$ cat src/rtl/gla_pkg.sv
package gla_pkg;

   // Field widths fixed by the request and response formats
   localparam int CountWidth = 9;
   localparam int PenWidth   = 24;

   // Request function codes
   localparam logic [1:0] FUNC_WRITE = 2'd0;
   localparam logic [1:0] FUNC_PLACE = 2'd1;
   localparam logic [1:0] FUNC_PEN   = 2'd2;

   localparam logic signed [PenWidth-1:0] PEN_MAX = 24'sh7FFFFF;
   localparam logic signed [PenWidth-1:0] PEN_MIN = 24'sh800000;

   typedef struct packed {
      logic [1:0]         func;
      logic [7:0]         slot;
      logic [7:0]         glyph_size;
      logic [7:0]         char_code;
      logic signed [15:0] left_bearing;
      logic signed [15:0] top_bearing;
      logic signed [15:0] advance;
      logic [9:0]         img_width;
      logic [9:0]         img_height;
      logic [15:0]        texture_id;
      logic signed [23:0] pen_value;
   } req_type;

   typedef struct packed {
      logic               found;
      logic [7:0]         found_slot;
      logic signed [23:0] quad_x;
      logic signed [15:0] quad_y;
      logic [9:0]         quad_width;
      logic [9:0]         quad_height;
      logic [15:0]        quad_texture;
      logic signed [23:0] pen_position;
   } rsp_type;

   // One glyph table entry
   typedef struct packed {
      logic [7:0]         size;
      logic [7:0]         code;
      logic signed [15:0] left;
      logic signed [15:0] top;
      logic signed [15:0] adv;
      logic [9:0]         width;
      logic [9:0]         height;
      logic [15:0]        tex;
   } entry_type;

   // Controller to datapath
   typedef struct packed {
      logic load;          // capture request, init search bounds
      logic mem_write;     // write table entry
      logic pen_set;       // load pen from request
      logic respond_plain; // issue a no-glyph response
      logic rd_mid;        // read probe entry
      logic rd_first;      // read lower-bound entry
      logic step;          // narrow search range
      logic finish;        // evaluate hit, respond, advance pen
   } cmd_type;

   // Datapath to controller
   typedef struct packed {
      logic [1:0] func;
      logic       len_zero;
   } status_type;

   // Saturate a 25-bit sum into the 24-bit pen range
   function automatic logic [PenWidth-1:0] sat_pen(input logic [PenWidth:0] sum);
      logic [PenWidth-1:0] res;
      if (sum[PenWidth] != sum[PenWidth-1]) begin
         res = sum[PenWidth] ? PEN_MIN : PEN_MAX;
      end else begin
         res = sum[PenWidth-1:0];
      end
      return res;
   endfunction

endpackage

$ cat src/rtl/gla_ctrl.sv
module gla_ctrl (
   input  logic                clock,
   input  logic                reset,
   input  logic                start,
   output logic                busy,
   input  gla_pkg::status_type status,
   output gla_pkg::cmd_type    cmd
);
   import gla_pkg::*;

   typedef enum logic [4:0] {
      ST_IDLE   = 5'b00001,
      ST_DECODE = 5'b00010,
      ST_PROBE  = 5'b00100,
      ST_STEP   = 5'b01000,
      ST_FINAL  = 5'b10000
   } state_type;

   state_type state_ff, state_in;

   // Next state and command decode
   always_comb begin
      state_in = state_ff;
      cmd      = '0;
      unique case (state_ff)
         ST_IDLE: begin
            if (start) begin
               cmd.load = 1'b1;
               state_in = ST_DECODE;
            end
         end
         ST_DECODE: begin
            unique case (status.func)
               FUNC_WRITE: begin
                  cmd.mem_write     = 1'b1;
                  cmd.respond_plain = 1'b1;
                  state_in          = ST_IDLE;
               end
               FUNC_PEN: begin
                  cmd.pen_set       = 1'b1;
                  cmd.respond_plain = 1'b1;
                  state_in          = ST_IDLE;
               end
               FUNC_PLACE: begin
                  state_in = ST_PROBE;
               end
               default: begin
                  cmd.respond_plain = 1'b1;
                  state_in          = ST_IDLE;
               end
            endcase
         end
         ST_PROBE: begin
            if (status.len_zero) begin
               cmd.rd_first = 1'b1;
               state_in     = ST_FINAL;
            end else begin
               cmd.rd_mid = 1'b1;
               state_in   = ST_STEP;
            end
         end
         ST_STEP: begin
            cmd.step = 1'b1;
            state_in = ST_PROBE;
         end
         ST_FINAL: begin
            cmd.finish = 1'b1;
            state_in   = ST_IDLE;
         end
         default: begin
            state_in = ST_IDLE;
         end
      endcase
   end

   always_ff @(posedge clock) begin
      if (reset) begin
         state_ff <= ST_IDLE;
      end else begin
         state_ff <= state_in;
      end
   end

   assign busy = (state_ff != ST_IDLE);

`ifndef ASSERT_OFF
   a_onehot: assert property (@(posedge clock) disable iff (reset)
      $onehot(state_ff))
      else $error("controller state not one-hot");
   a_step_then_probe: assert property (@(posedge clock) disable iff (reset)
      (state_ff == ST_STEP) |=> (state_ff == ST_PROBE))
      else $error("search step not followed by probe");
   a_final_then_idle: assert property (@(posedge clock) disable iff (reset)
      (state_ff == ST_FINAL) |=> !busy)
      else $error("final step did not return to idle");
`endif

endmodule

$ cat config.mk
export PLATFORM = sky130hd
export DESIGN_NAME = gla_ctrl
export DESIGN_NICKNAME = d
export VERILOG_FILES = /design/src/rtl/gla_pkg.sv /design/src/rtl/gla_ctrl.sv
export SDC_FILE = /design/constraint.sdc
export NUM_CORES = 1
export LEC_CHECK = 0
export ABC_AREA = 1
export BUFFER_PORTS_ARGS = -buffer_cell sky130_fd_sc_hd__buf_2
export CAP_MARGIN = 20
export CORE_AREA = 2 2 39 41
export DETAILED_ROUTE_END_ITERATION = 8
export DIE_AREA = 0 0 41 43
export HOLD_SLACK_MARGIN = 0.08
export MAX_ROUTING_LAYER = met4
export PLACE_DENSITY = 0.54
export SLEW_MARGIN = 40
export SYNTH_ARGS = -nofsm -noshare
export SYNTH_HDL_FRONTEND = slang
export SYNTH_SLANG_ARGS = --single-unit
$ cat constraint.sdc
create_clock -name clock -period 1.37 [get_ports clock]
set_clock_uncertainty 0.1 [all_clocks]
set_input_delay 0.137 -clock clock [delete_from_list [all_inputs] [get_ports clock]]
set_output_delay 0.137 -clock clock [all_outputs]
set_load 0.005 [all_outputs]
==> out/metrics.csv <==
stage;metric;value;unit
timing;tightest_slew;0.2302;ns
global_routing;grt_pass1_vias;299;
global_routing;antenna_found_initial;0;
power;sequentialPowerShare;0.382;
floorplanning;std_cell_rows;14;
timing;max_freq;725.9;MHz
finish;largest_reg_flops;5;
power;p_comb_frac;0.222;
drt;route.met3.wl;53;um
power;clock_power_share;0.396;
finish;multi_input_area;190.2;um^2
drt;top_layer;met3;
timing;holdWs;0.1980;ns
logic_synthesis;synth_top_area_cell;dfxtp_1;
clock_tree;cts_tree;built;
clock_tree;root_buffer;clkbuf_4;
outcome;violations;setup timing;
finish;drive_gt1_frac;0.5132;
logic_synthesis;synth-seq-cells;5;
timing;finalCritPeriodShare;1.005;
drt;vias;378;
setup_path;path_class;flop to primary output;
drt;drcViolationCount;0;
logic_synthesis;yosys_warnings;0;
finish;max_flop_register;state_ff;
logic_synthesis;synth_compound_area_frac;0.03200;
global_routing;grtUsageTotal;0.09681;
logic_synthesis;synth.area.mux_share;0;
logic_synthesis;synth_flop_cell;dfxtp_1;
logic_synthesis;yosysTopAreaCellShare;0.3200;
timing;report.final.setup_viol;4;
drt;wl_met2;357;um
finish;regArea;105.1;um^2
global_routing;grt_overflow;0;
clock_tree;clk_latency;0.24;ns
finish;diodes;0;
power;switching_share;0.2572;
power;power_density;800.9;nW/um^2
drt;drt-total-wl;739;um
clock_tree;cts_num_sinks;5;
setup_path;cp.required;1.13;ns
floorplanning;dieArea;1763;um^2
logic_synthesis;synth.most_common_cell;inv_1;
finish;nets;83;
floorplanning;die_y;43;um
drt;drt-met1-wl;329;um
drt;avgRoutedWirePerCell;8.033;um
finish;nFillCells;161;
logic_synthesis;synth_top_family_by_area;simple AND/OR/NAND/NOR gates;
drt;drtIter0Drc;6;
logic_synthesis;yosys.area_share.xor_xnor;0;
setup_path;worstPathArrival;1.14;ns
logic_synthesis;yosys.area_share.simple;0.5040;
timing;finalMaxSlewViolations;0;
logic_synthesis;syn_area;312.8;um^2
timing;period_minus_slack;1.378;ns
finish;stdcell_count;92;
setup_path;crit_fanout;4;
logic_synthesis;seq_area_frac_synth;0.3200;
power;p_leak;0.0002949;uW
logic_synthesis;syn_inst;51;
clock_tree;clk_path_buf_depth;2;
logic_synthesis;async_flop_share;0;
logic_synthesis;synth_nets;57;
clock_tree;htreeDepth;1;
placed_design;placed_cell_area;402.9;um^2
floorplanning;start_util;0.2260;
drt;viasPerCell;4.109;
floorplanning;core-area;1384;um^2
placed_design;place_inst;81;
placed_design;gp_congestion;0.6518;
placed_design;dp_slack;0.2340;ns
timing;final_hold_viol_count;0;
outcome;outcome;finished with violations;
placed_design;dp_hpwl;534.5;um
global_routing;grt_max_degree;6;
setup_path;critPathLaunchType;flop;
power;power.switching;106.4;uW
global_routing;grt_pass1_wl;1090;um
setup_path;cp-end-kind;primary output;
logic_synthesis;synth_edf_count;0;
power;irDropWorstVdd;0.3346;mV
finish;largestRegisters;state_ff x5;
timing;fin_setup_tns;-0.01418;ns
timing;timing.final.ws_setup;-0.007515;ns
finish;final_area;516.7;um^2
logic_synthesis;synth_area_leaders;dfxtp_1 32%, inv_1 12%, nand2_1 11%;
logic_synthesis;synthAdderAreaFrac;0;
floorplanning;fp.dieW;41;um
clock_tree;cts_buffers;3;
logic_synthesis;synth_common_cells;10 x inv_1, 9 x nand2_1, 8 x nor2_1;
timing;rsz0062_at_grt;true;
logic_synthesis;synth_area_per_cell;6.133;um^2
logic_synthesis;ys_types;13;
floorplanning;io_pins;15;
power;p_int;307.4;uW
job;max_cap_viol_count;0;
drt;ant_nets;0;
timing;relSlewSlack;0.8463;
drt;drtPass1Iterations;4;
finish;syn_to_final_growth;65.20;%
hold_path;hold_class;input pin to flop;
placed_design;portBuffers;14;
clock_tree;clk_pin_slew;0.04;ns
[worst paths after layout]
path,from,endpoint,slack (ns),cells after the start
worst min-delay path,status[1],state_ff[0],0.20,4
worst max register to register,state_ff[0],state_ff[1],0.25,5
worst min register to register,state_ff[3],state_ff[3],0.48,3
worst max-delay path,state_ff[3],cmd[4],-0.008,7
[power by group through the flow]
stage | clock [uW] | sequential, uW | combinational [uW]
6_report | 164 | 158 | 91.9
3_3_place_gp | 0 | 158 | 65.3
3_5_place_dp | 0 | 157 | 65.3
2_1_floorplan | 0 | 157 | 40.5
5_1_grt | 179 | 158 | 103
4_1_cts | 172 | 155 | 72.3
[routing by layer]
layer	vias up	global-route usage
met4	0	0.08000
met1	161	0.1161
met5	-	-
li1	202	-
met3	0	0.03141
met2	15	0.1250
[placed cells by master (no fill, tap or decap), types with 2 or more instances in the layout]
cell type / n
dfxtp_2: 4
inv_1: 8
nand2_1: 7
clkbuf_4: 3
buf_2: 14
inv_2: 4
o21ai_0: 2
nand2_2: 3
nor2_2: 2
dlygate4sd3_1: 3
nor2_4: 2
buf_4: 4
nor2_1: 7
nand2_4: 2
nor3_1: 6
[stage by stage]
| step | util | total power, uW |
|---|---|---|
| 6_report | 0.3734 | 413.9 |
| 4_1_cts | 0.3391 | 399.6 |
| 3_5_place_dp | 0.2911 | 222.7 |
| 5_1_grt | 0.3734 | 440.6 |
| 2_1_floorplan | - | 197.5 |
| 3_3_place_gp | 0.2911 | 222.9 |
[critical path: stages (launching register included)]
cell,delay [ns]
dfxtp_2,0.32
inv_2,0.07
nand2_4,0.06
nor2_4,0.12
buf_4,0.13
nand3_2,0.06
inv_1,0.05
buf_2,0.10
[repair_timing]
item	in CTS	in global routing
hold endpoints to repair	4	0
hold buffers	3	0
setup buffers	1	3
pin swaps	0	3
endpoints found under the setup margin	2	8
gates resized for setup	2	10
[logic make-up after synthesis]
family / Yosys count
AND/OR/NAND/NOR: 32
buffers and inverters: 12
flip-flops: 5
AO/OA/AOI/OAI: 2
[final cells by class]
type | count | area share
sequential | 5 | 0.2034
tap | 16 | 0.03874
clock buffer | 4 | 0.05085
inverter | 12 | 0.08717
multi-input combinational | 34 | 0.3680
timing repair buffer | 21 | 0.2518
No activity file was read; power rests on OpenSTA's default activity.
